`config.mk`:
```
export PLATFORM = sky130hd
export DESIGN_NAME = vrple_sqrt
export DESIGN_NICKNAME = d
export VERILOG_FILES = /design/src/sv/vrple_pkg.sv /design/src/sv/vrple_sqrt.sv
export SDC_FILE = /design/constraint.sdc
export NUM_CORES = 1
export LEC_CHECK = 0
export BUFFER_PORTS_ARGS = -buffer_cell sky130_fd_sc_hd__buf_2
export CORE_MARGIN = 1
export CORE_UTILIZATION = 46
export CTS_CLUSTER_DIAMETER = 200
export DETAILED_ROUTE_END_ITERATION = 10
export HOLD_SLACK_MARGIN = 0.1
export PLACE_DENSITY = 0.65
export SLEW_MARGIN = 20
export SYNTH_ARGS = -nofsm -noshare
export SYNTH_HDL_FRONTEND = slang
export SYNTH_SLANG_ARGS = --single-unit
export TNS_END_PERCENT = 100
```
`constraint.sdc`:
```
create_clock -name clk_i -period 4.9 [get_ports clk_i]
set_input_delay 0.245 -clock clk_i [delete_from_list [all_inputs] [get_ports clk_i]]
set_output_delay 0.245 -clock clk_i [all_outputs]
set_load 0.03 [all_outputs]
```
`src/sv/vrple_pkg.sv`:
```
// ----------------------------------------------------------------------------
// vrple_pkg
// Shared widths, constants and helpers for the route length evaluator.
// ----------------------------------------------------------------------------
package vrple_pkg;

  // Fixed field widths.
  localparam int unsigned CoordW  = 16;
  localparam int unsigned IdxW    = 8;
  localparam int unsigned LenW    = 40;
  localparam int unsigned LoadW   = 17;

  // Customer table depth and distance fraction bits.
  localparam int unsigned MaxCustomers = 256;
  localparam int unsigned FracBits     = 8;

  // Square root sizing: the radicand is dx^2 + dy^2 scaled by 2^(2*FracBits).
  localparam int unsigned SumW   = 2 * CoordW + 1;
  localparam int unsigned RadW   = SumW + 2 * FracBits + ((SumW + 2 * FracBits) % 2);
  localparam int unsigned RootW  = RadW / 2;
  localparam int unsigned RemW   = RootW + 3;
  localparam int unsigned DepotW = RootW + 1;

  localparam logic [LenW-1:0] LenMax = '1;

  // One customer table entry.
  typedef struct packed {
    logic [CoordW-1:0] x;
    logic [CoordW-1:0] y;
    logic [CoordW-1:0] demand;
  } customer_t;

  // Saturating add of two lengths.
  function automatic logic [LenW-1:0] sat_add(input logic [LenW-1:0] a,
                                               input logic [LenW-1:0] b);
    logic [LenW:0] s;
    s = {1'b0, a} + {1'b0, b};
    return s[LenW] ? LenMax : s[LenW-1:0];
  endfunction

endpackage

```
`src/sv/vrple_sqrt.sv`:
```
// ----------------------------------------------------------------------------
// vrple_sqrt
// Bit-serial integer square root of a scaled sum of squares, one root bit
// per cycle.
// ----------------------------------------------------------------------------
module vrple_sqrt (
  input  logic                         clk_i,
  input  logic                         rst_ni,
  input  logic                         start_i,
  input  logic [vrple_pkg::SumW-1:0]   sum_i,
  output logic                         done_o,
  output logic [vrple_pkg::RootW-1:0]  root_o
);

  localparam int unsigned RadW  = vrple_pkg::RadW;
  localparam int unsigned RootW = vrple_pkg::RootW;
  localparam int unsigned RemW  = vrple_pkg::RemW;
  localparam int unsigned CntW  = $clog2(RootW + 1);
  localparam int unsigned PadW  = 2 * vrple_pkg::FracBits;
  localparam int unsigned TopW  = RadW - vrple_pkg::SumW - PadW;

  logic [RadW-1:0]  rad_q, rad_d;
  logic [RootW-1:0] root_q, root_d;
  logic [RemW-1:0]  rem_q, rem_d;
  logic [CntW-1:0]  cnt_q, cnt_d;
  logic             busy_q, busy_d;
  logic             done_q, done_d;
  logic [RemW-1:0]  rem_n;
  logic [RemW-1:0]  trial;

  // One restoring step: bring down two radicand bits and try a root bit.
  always_comb begin
    rem_n  = {rem_q[RemW-3:0], rad_q[RadW-1 -: 2]};
    trial  = {{(RemW-RootW-2){1'b0}}, root_q, 2'b01};
    rad_d  = rad_q;
    root_d = root_q;
    rem_d  = rem_q;
    cnt_d  = cnt_q;
    busy_d = busy_q;
    done_d = 1'b0;
    if (start_i) begin
      // The radicand is the sum scaled by 2^(2*FracBits), with a zero on top
      // to make the width even.
      rad_d  = {{TopW{1'b0}}, sum_i, {PadW{1'b0}}};
      root_d = '0;
      rem_d  = '0;
      cnt_d  = CntW'(RootW);
      busy_d = 1'b1;
    end else if (busy_q) begin
      rad_d = {rad_q[RadW-3:0], 2'b00};
      if (rem_n >= trial) begin
        rem_d  = rem_n - trial;
        root_d = {root_q[RootW-2:0], 1'b1};
      end else begin
        rem_d  = rem_n;
        root_d = {root_q[RootW-2:0], 1'b0};
      end
      cnt_d = cnt_q - 1'b1;
      if (cnt_q == CntW'(1)) begin
        busy_d = 1'b0;
        done_d = 1'b1;
      end
    end
  end

  always_ff @(posedge clk_i or negedge rst_ni) begin
    if (!rst_ni) begin
      busy_q <= 1'b0;
      done_q <= 1'b0;
      cnt_q  <= '0;
    end else begin
      busy_q <= busy_d;
      done_q <= done_d;
      cnt_q  <= cnt_d;
    end
  end

  always_ff @(posedge clk_i) begin
    rad_q  <= rad_d;
    root_q <= root_d;
    rem_q  <= rem_d;
  end

  assign done_o = done_q;
  assign root_o = root_q;

endmodule
```
# Word level (Yosys, flattened, before mapping)
# Cells that the tools add are included.
word_totals:
  register_bits: 92
  word_cells: 24
  input_bits: 36
op_classes:
  reduce_logical: 1
  eq_ne: 1
  addsub: 2
  mux: 12
  magnitude_cmp: 1
ops:
  columns: ["cell", "count"]
  rows:
  - ["$mux W49", 2]
  - ["$ge A28 B27 Y1", 1]
  - ["$mux W26", 1]
  - ["$sub A26 B26 Y26", 1]
  - ["$mux W5", 2]
  - ["$mux W1", 7]
  - ["$eq A5 B1 Y1 const B", 1]
  - ["$sub A5 B1 Y5 const B", 1]
  - ["$reduce_bool A2 Y1", 1]

# Logic depth before layout (Yosys ltp)
# Gate-level depths: netlist (run 1).
depth:
  ltp_word: 4
  depth_mapped: 12
  mapped_depth_nobuf: 9

# Least setup slack after synthesis (run 1)
# Ideal clock, no wire load.
synth_timing:
  path_kind: "register to register"
  start: "register root_q[3] (netlist: root_o[3])"
  end: "register rem_q[22]"
  path_stages_with_launch: 11
  arrival_ns: 2.721
  slack_ns: 2.106
  setup_time_ns: 0.074
  period_less_slack_ns: 2.794
  path_cell_list: "dfxtp_1 > inv_1 > ha_1 > a21o_1 > or3_1 > o21a_1 > o211ai_2 > a311oi_1 > buf_6 > or4_4 > o211ai_2"
synth_via:
  elab_chain_cells: 2
synth_lines:
  columns: ["item", "line_no", "text"]
  rows:
  - ["from (decl)", "vrple_sqrt.sv:23", "logic [RootW-1:0] root_q, root_d;"]
  - ["from (signal assigned)", "vrple_sqrt.sv:80", "root_q <= root_d;"]
  - ["$sub A26 B26 Y26 / $ge A28 B27 Y1 (equally long branches)", "vrple_sqrt.sv:52, vrple_sqrt.sv:51", null]
  - ["$mux W26 (*)", "vrple_sqrt.sv:51", "if (rem_n >= trial) begin"]
  - ["to (signal assigned)", "vrple_sqrt.sv:81", "rem_q <= rem_d;"]
  - ["to (decl)", "vrple_sqrt.sv:24", "logic [RemW-1:0] rem_q, rem_d;"]
# Every way passes the cells marked *; elsewhere a longest branch is shown, timed or not.
# A chain may end at the register's enable or synchronous reset.

# Worst setup path in the final report (run 1)
layout_timing:
  start: "register root_q[0] (netlist: root_o[0])"
  end: "register rem_q[23]"
# Same word-level chain as after synthesis.

==> results of run 1 <==
synthesized netlist by cell type (7+ instances only):
library cell,number
o21ai_0,26
a31oi_1,10
mux2i_1,25
ha_1,29
mux2_2,31
nor2_1,68
xnor2_1,13
a21o_1,9
o31ai_1,8
a21oi_1,25
nand2b_1,9
o211ai_1,8
dfxtp_1,52
clkbuf_1,21
a311oi_1,10
edfxtp_1,33
xor2_1,11
dfrtp_1,7
and2_1,11
nand3_1,19
nand2_1,40
inv_1,36
area by class of cell:
cell class | instances | area, um2 | share of cell area
multi-input combinational | 438 | 3045 | 0.4901
sequential | 92 | 2208 | 0.3554
timing repair buffer | 67 | 352.8 | 0.05679
clock buffer | 10 | 250.2 | 0.04027
tap | 143 | 178.9 | 0.02880
inverter | 36 | 135.1 | 0.02175
clock inverter | 6 | 42.54 | 0.006847
cell families (layout without fill, tap and decap cells):
logic type / count (synthesis) / in the layout
DFF: 92 / 92
AOI/OAI and AO/OA: 140 / 140
buffers and inverters: 71 / 119
xor gates and xnor gates: 24 / 24
adders and majority gates: 29 / 29
and+or+nand+nor: 189 / 189
muxes: 56 / 56
what timing repair did:
item                                   CTS  global route
endpoints found under the hold margin    7             0
resized for setup                        0             0
setup endpoints to repair                0             0
hold buffers                             1             0
layer usage:
| metal | vias up | wire length (um) | global-route usage |
|---|---|---|---|
| li1 | 2269 | - | - |
| met1 | 2219 | 6376 | 0.3098 |
| met2 | 95 | 6061 | 0.3458 |
| met3 | 9 | 546 | 0.04573 |
| met4 | 0 | 117 | 0.06396 |
| met5 | - | 0 | 0 |
power groups by stage:
stage | sequential, W | clock, W | combinational, W
after floorplan | 0.00101 | 0 | 0.00153
after global placement | 0.00103 | 0 | 0.00197
after detailed placement | 0.00103 | 0 | 0.00199
after CTS | 0.00102 | 0.000708 | 0.00200
after global routing | 0.00103 | 0.000741 | 0.00225
final | 0.00102 | 0.000691 | 0.00203
path summary, 6_finish.rpt:
path	endpoint	startpoint	slack [ns]	cells past startpoint
worst max-delay path	rem_q[23]	root_o[0]	1.58	9
worst min-delay path	rad_q[17]	sum_i[1]	0.18	2
worst max register to register	rem_q[23]	root_o[0]	1.58	9
worst min register to register	rem_q[8]	rem_q[8]	0.51	2
max in group asynchronous	busy_q	rst_ni	4.47	2
min in group asynchronous	cnt_q[0]	rst_ni	0.26	2
registers in the layout, indices dropped and copies added (netlist names):
name / flops
done_o: 1
busy_q: 1
root_o: 25
rem_q: 26
cnt_q: 5
rad_q: 34
through the flow:
step	std cells	total power, W	hold slack, ns	instance area [um2]
finish	792	0.003743	0.1786	6213
global route	792	0.004019	0.1720	6213
CTS	792	0.003727	0.1671	6213
detailed placement	775	0.003020	0.08880	5911
global placement	775	0.002995	0.08481	5911
floorplan	601	0.002542	-0.05059	5535
==> results.toml, run 1 <==
[routing]
routed_wl_mm = 13.10
wl_per_cell_um = 16.54
vias = 4592
drc = 1
drtIter0Drc = 353
drt-pass1-iter-count = 7
vias_per_cell = 5.798
postRouteAntennaNets = 0

[timing]
period_share = 0.6767
rsz0062_at_grt = "false"
report.final.slew_viol_count = 0
clock_skew_ns = 0.009454
setup_viol = 0
max_slew_margin = 0.2785
tightest_slew_ns = 1.078
fmax_mhz = 301.6
finalSetupTns_ns = 0
finalHoldViolations = 0
worst_slack_ns = 1.584
fin_crit_ns = 3.316

[synthesis]
synth_top_family_by_area = "compound AO/OA/AOI/OAI gates"
synthArstFlopShare = 0.07609
yosys.area_share.simple = 0.1655
synth_xor_area_frac = 0.03797
synth.yosys.seq_area_share = 0.3987
synth_compound_area_frac = 0.1718
ys_ff_latch = 92
syn_area_per_cell_um2 = 9.210
yosysTopAreaCellShare = 0.1881
yosys.area.top_type = "dfxtp_1"
synthMuxAreaShare = 0.1083
yosysWarnings = 0
synth.cell_area_um2 = 5535
synth_flop_cell = "dfxtp_1"
synth_nets = 666
yosysUniqueCellTypes = 61
synth_area_leaders = "dfxtp_1, edfxtp_1, ha_1"
synthCells = 601
synthAdderAreaFrac = 0.06555
synth-edff-count = 33

[finish]
layout_common_cells = "nor2_1, buf_2, dfxtp_1"
finalNetCount = 709
fillers = 1094
n_antenna_cell = 0
utilization = 0.5373
final_common_cell = "nor2_1"
syn_to_final_growth_pct = 12.25
drive_gt1_frac = 0.1864

[placed_design]
gp_congestion = 0.8676
pre_cts_ws_ns = 1.609
port_buffers = 61
dp_hpwl_mm = 9.095

[cts]
root_buffer = "clkbuf_16"
clkSinkCount = 92
cts_tree = "yes"
clockBufferDepth = 2
htree_levels = 3
numCtsBuffers = 9
postCtsSetupBuffers = 0
clkTransAtPathRegs_ns = 0.07
worstSkewPairLatency_ns = 0.35

[setup_path]
arrival_ns = 3.54
cp_top_family = "compound AO/OA/AOI/OAI gates"
slowest_delay_ns = 0.64
path_cells = "inv_1, ha_1, o21ai_0, a211oi_1, a21oi_1, o21ai_0, o211ai_1, a2111oi_0, o21ai_0"
crit_top_cell = "o21ai_0"
cp_slowest_cell = "a211oi_1"
cp_num_buf_inv = 1
cp-start-kind = "flip-flop"
path_max_fanout = 5
path_class = "reg -> reg"
critPathCaptureType = "flip-flop"
cp.required_ns = 5.12

[die]
die_h_um = 111.7
start_util = 0.4786
rows = 39
core_area_um2 = 11560
die_w_um = 111.7
die_area_um2 = 12480
design.portCount = 62

[pwr]
p_int_w = 0.002098
p_sw_w = 0.001645
power_frac_seq = 0.272
p_clk_frac = 0.185
comb_power_share = 0.543
swShare = 0.4394
irDropWorstVdd_mv = 0.2655
p_leak_nw = 2.725
power_density_nw_per_um2 = 602.4

[global_route]
grt_pass1_vias = 4266
grt_pass1_wl_mm = 21.81
overflow = 0
track_usage = 0.2217
grt_max_degree = 71
antenna_found_initial = 0

[worst_hold_path]
hold_class = "in -> reg"

[run]
max_cap_viol_count = 0

[status]
outcome = "finished, violations left"
violations = "DRC"
Note: power is estimated with default switching activity, not from simulation.
==> run 2: changes to the inputs <==
--- a/config.mk
+++ b/config.mk
@@ -11,7 +11,7 @@
 export CTS_CLUSTER_DIAMETER = 200
 export DETAILED_ROUTE_END_ITERATION = 10
 export HOLD_SLACK_MARGIN = 0.1
-export PLACE_DENSITY = 0.65
+export PLACE_DENSITY = 0.68
 export SLEW_MARGIN = 20
 export SYNTH_ARGS = -nofsm -noshare
 export SYNTH_HDL_FRONTEND = slang
==> constraint.sdc (replaced) <==
create_clock -name clk_i -period 2.77 [get_ports clk_i]
set_input_delay 0.1385 -clock clk_i [delete_from_list [all_inputs] [get_ports clk_i]]
set_output_delay 0.1385 -clock clk_i [all_outputs]
set_load 0.03 [all_outputs]
==> run 2 against run 1 <==
The flow still finishes with violations (DRC). Sequential power rose by 76%. Critical path type unchanged. Critical endpoint is now rem_q[19]. Largest cell class unchanged. Register-to-register slack got worse by 1.5 ns. First-iteration DRC count is 21% lower. Clock power up 68%. Die area is the same. Wire length rose by 5.1%. Utilization grew 5.2 points. Power rose by 91%. Sequential share of layout area decreased by 3.1 points. Combinational power up 110%. Sequential cell count stayed put. Hold slack got worse by 0.071 ns. Highest routed layer unchanged.
==> results.toml, run 2 (same netlist as run 1, synthesis figures left out) <==
[status]
violations = "DRC"
outcome = "finished, violations left"

[cts]
clkSinkCount = 92
htree_levels = 3
clkTransAtPathRegs_ns = 0.07
clockBufferDepth = 2
numCtsBuffers = 9
root_buffer = "clkbuf_16"
cts_tree = "yes"
worstSkewPairLatency_ns = 0.34

[die]
core_area_um2 = 11560
die_w_um = 111.7
die_h_um = 111.7
rows = 39
design.portCount = 62
start_util = 0.4786
die_area_um2 = 12480

[setup_path]
critPathCaptureType = "flip-flop"
slowest_delay_ns = 0.52
cp.required_ns = 3.03
cp-start-kind = "flip-flop"
path_cells = "inv_1, ha_4, a21o_1, or3_4, o21a_4, o211ai_4, a311oi_4, buf_6, or4_1, o211ai_1"
path_class = "reg -> reg"
path_max_fanout = 6
arrival_ns = 2.95
cp_slowest_cell = "or4_1"

[finish]
regMostFlops = "rad_q"
syn_to_final_growth_pct = 23.03
multi_input_area_um2 = 3151
largest_reg_flops = 34
final_common_cell = "nor2_1"
fillers = 986
seqCellArea_um2 = 2212
finalNetCount = 766
n_antenna_cell = 0
drive_gt1_frac = 0.2465
layout.cells.non_filler = 849
layout_common_cells = "nor2_1, buf_2, dfxtp_1"

[pwr]
total_power_w = 0.007132
p_leak_nw = 2.995
power_density_nw_per_um2 = 1047
irDropWorstVdd_mv = 0.5134

[routing]
postRouteAntennaNets = 0
drt-pass1-iter-count = 8
drtIter0Drc = 280
drc = 1
vias_per_cell = 5.665
vias = 4810
wl_per_cell_um = 16.22
routed_wl_mm = 13.77

[worst_hold_path]
hold_class = "in -> reg"

[run]
max_cap_viol_count = 0

[placed_design]
dp_hpwl_mm = 9.655
gp_congestion = 0.9859
port_buffers = 61
place_inst = 800
pre_cts_ws_ns = 0.07919

[global_route]
grt_max_degree = 39
track_usage = 0.2243
grt_pass1_vias = 4568
overflow = 0
grt_pass1_wl_mm = 22.42
antenna_found_initial = 0

[timing]
fin_crit_ns = 2.686
worst_slack_ns = 0.08363
setup_viol = 0
period_share = 0.9698
finalHoldViolations = 0
tightest_slew_ns = 0.4541
fmax_mhz = 372.2
clock_skew_ns = 0.005812
max_slew_margin = 0.6941
report.final.slew_viol_count = 0
-- run 2: layout make-up --
cell class,count,area share
multi-input combinational,438,0.4626
sequential,92,0.3248
timing repair buffer,124,0.1257
clock buffer,11,0.03564
tap,143,0.02627
inverter,36,0.01984
clock inverter,5,0.005144
-- run 2: per-layer routing --
| layer | routed length, um | up-vias | global-route usage |
|---|---|---|---|
| met2 | 6444 | 115 | 0.3665 |
| met3 | 503 | 34 | 0.03266 |
| met1 | 6411 | 2275 | 0.2973 |
| li1 | - | 2386 | - |
| met5 | 0 | - | 0 |
| met4 | 410 | 0 | 0.09279 |
-- run 2: report_power, final --
group | switching (W) | total (W) | internal [W] | leakage [nW]
clock network | 0.000526 | 0.00116 | 0.000637 | 0.136
registers | 0.000170 | 0.00180 | 0.00163 | 0.859
logic | 0.00235 | 0.00417 | 0.00182 | 2.00
-- run 2: final timing paths --
| kind | from | endpoint | slack [ns] | cells after the start |
|---|---|---|---|---|
| worst max-delay path | root_o[3] | rem_q[19] | 0.08 | 10 |
| worst min-delay path | sum_i[28] | rad_q[44] | 0.11 | 2 |
| worst max register to register | root_o[3] | rem_q[19] | 0.08 | 10 |
| worst min register to register | rad_q[47] | rad_q[49] | 0.50 | 2 |
| max in group asynchronous | rst_ni | busy_q | 2.46 | 2 |
| min in group asynchronous | rst_ni | cnt_q[1] | 0.15 | 2 |
-- run 2: timing repair --
item	CTS	global route
resized for setup	0	30
buffers inserted	0	6
endpoints found under the setup margin	0	24
endpoints found under the hold margin	31	0
hold buffers	25	0
-- run 2: worst max-delay path: cells and delay by family, from the launching register on --
| kind | cells | cell delay (ns) |
|---|---|---|
| AND/OR/NAND/NOR | 2 | 0.86 |
| adder cells (fa/ha/maj) | 1 | 0.24 |
| flip-flops | 1 | 0.33 |
| AO/OA/AOI/OAI | 5 | 0.95 |
| buffers and inverters | 2 | 0.23 |
-- run 2: through the flow --
stage / utilization / area [um2] / hold WS [ns] / setup TNS, ns
floorplan: - / 5537 / -0.1571 / 0
global placement: 0.5285 / 6112 / -0.02291 / 0
detailed placement: 0.5285 / 6112 / -0.02095 / 0
CTS: 0.5742 / 6640 / 0.1015 / 0
global route: 0.5889 / 6810 / 0.1054 / -0.02667
finish: 0.5889 / 6810 / 0.1078 / 0
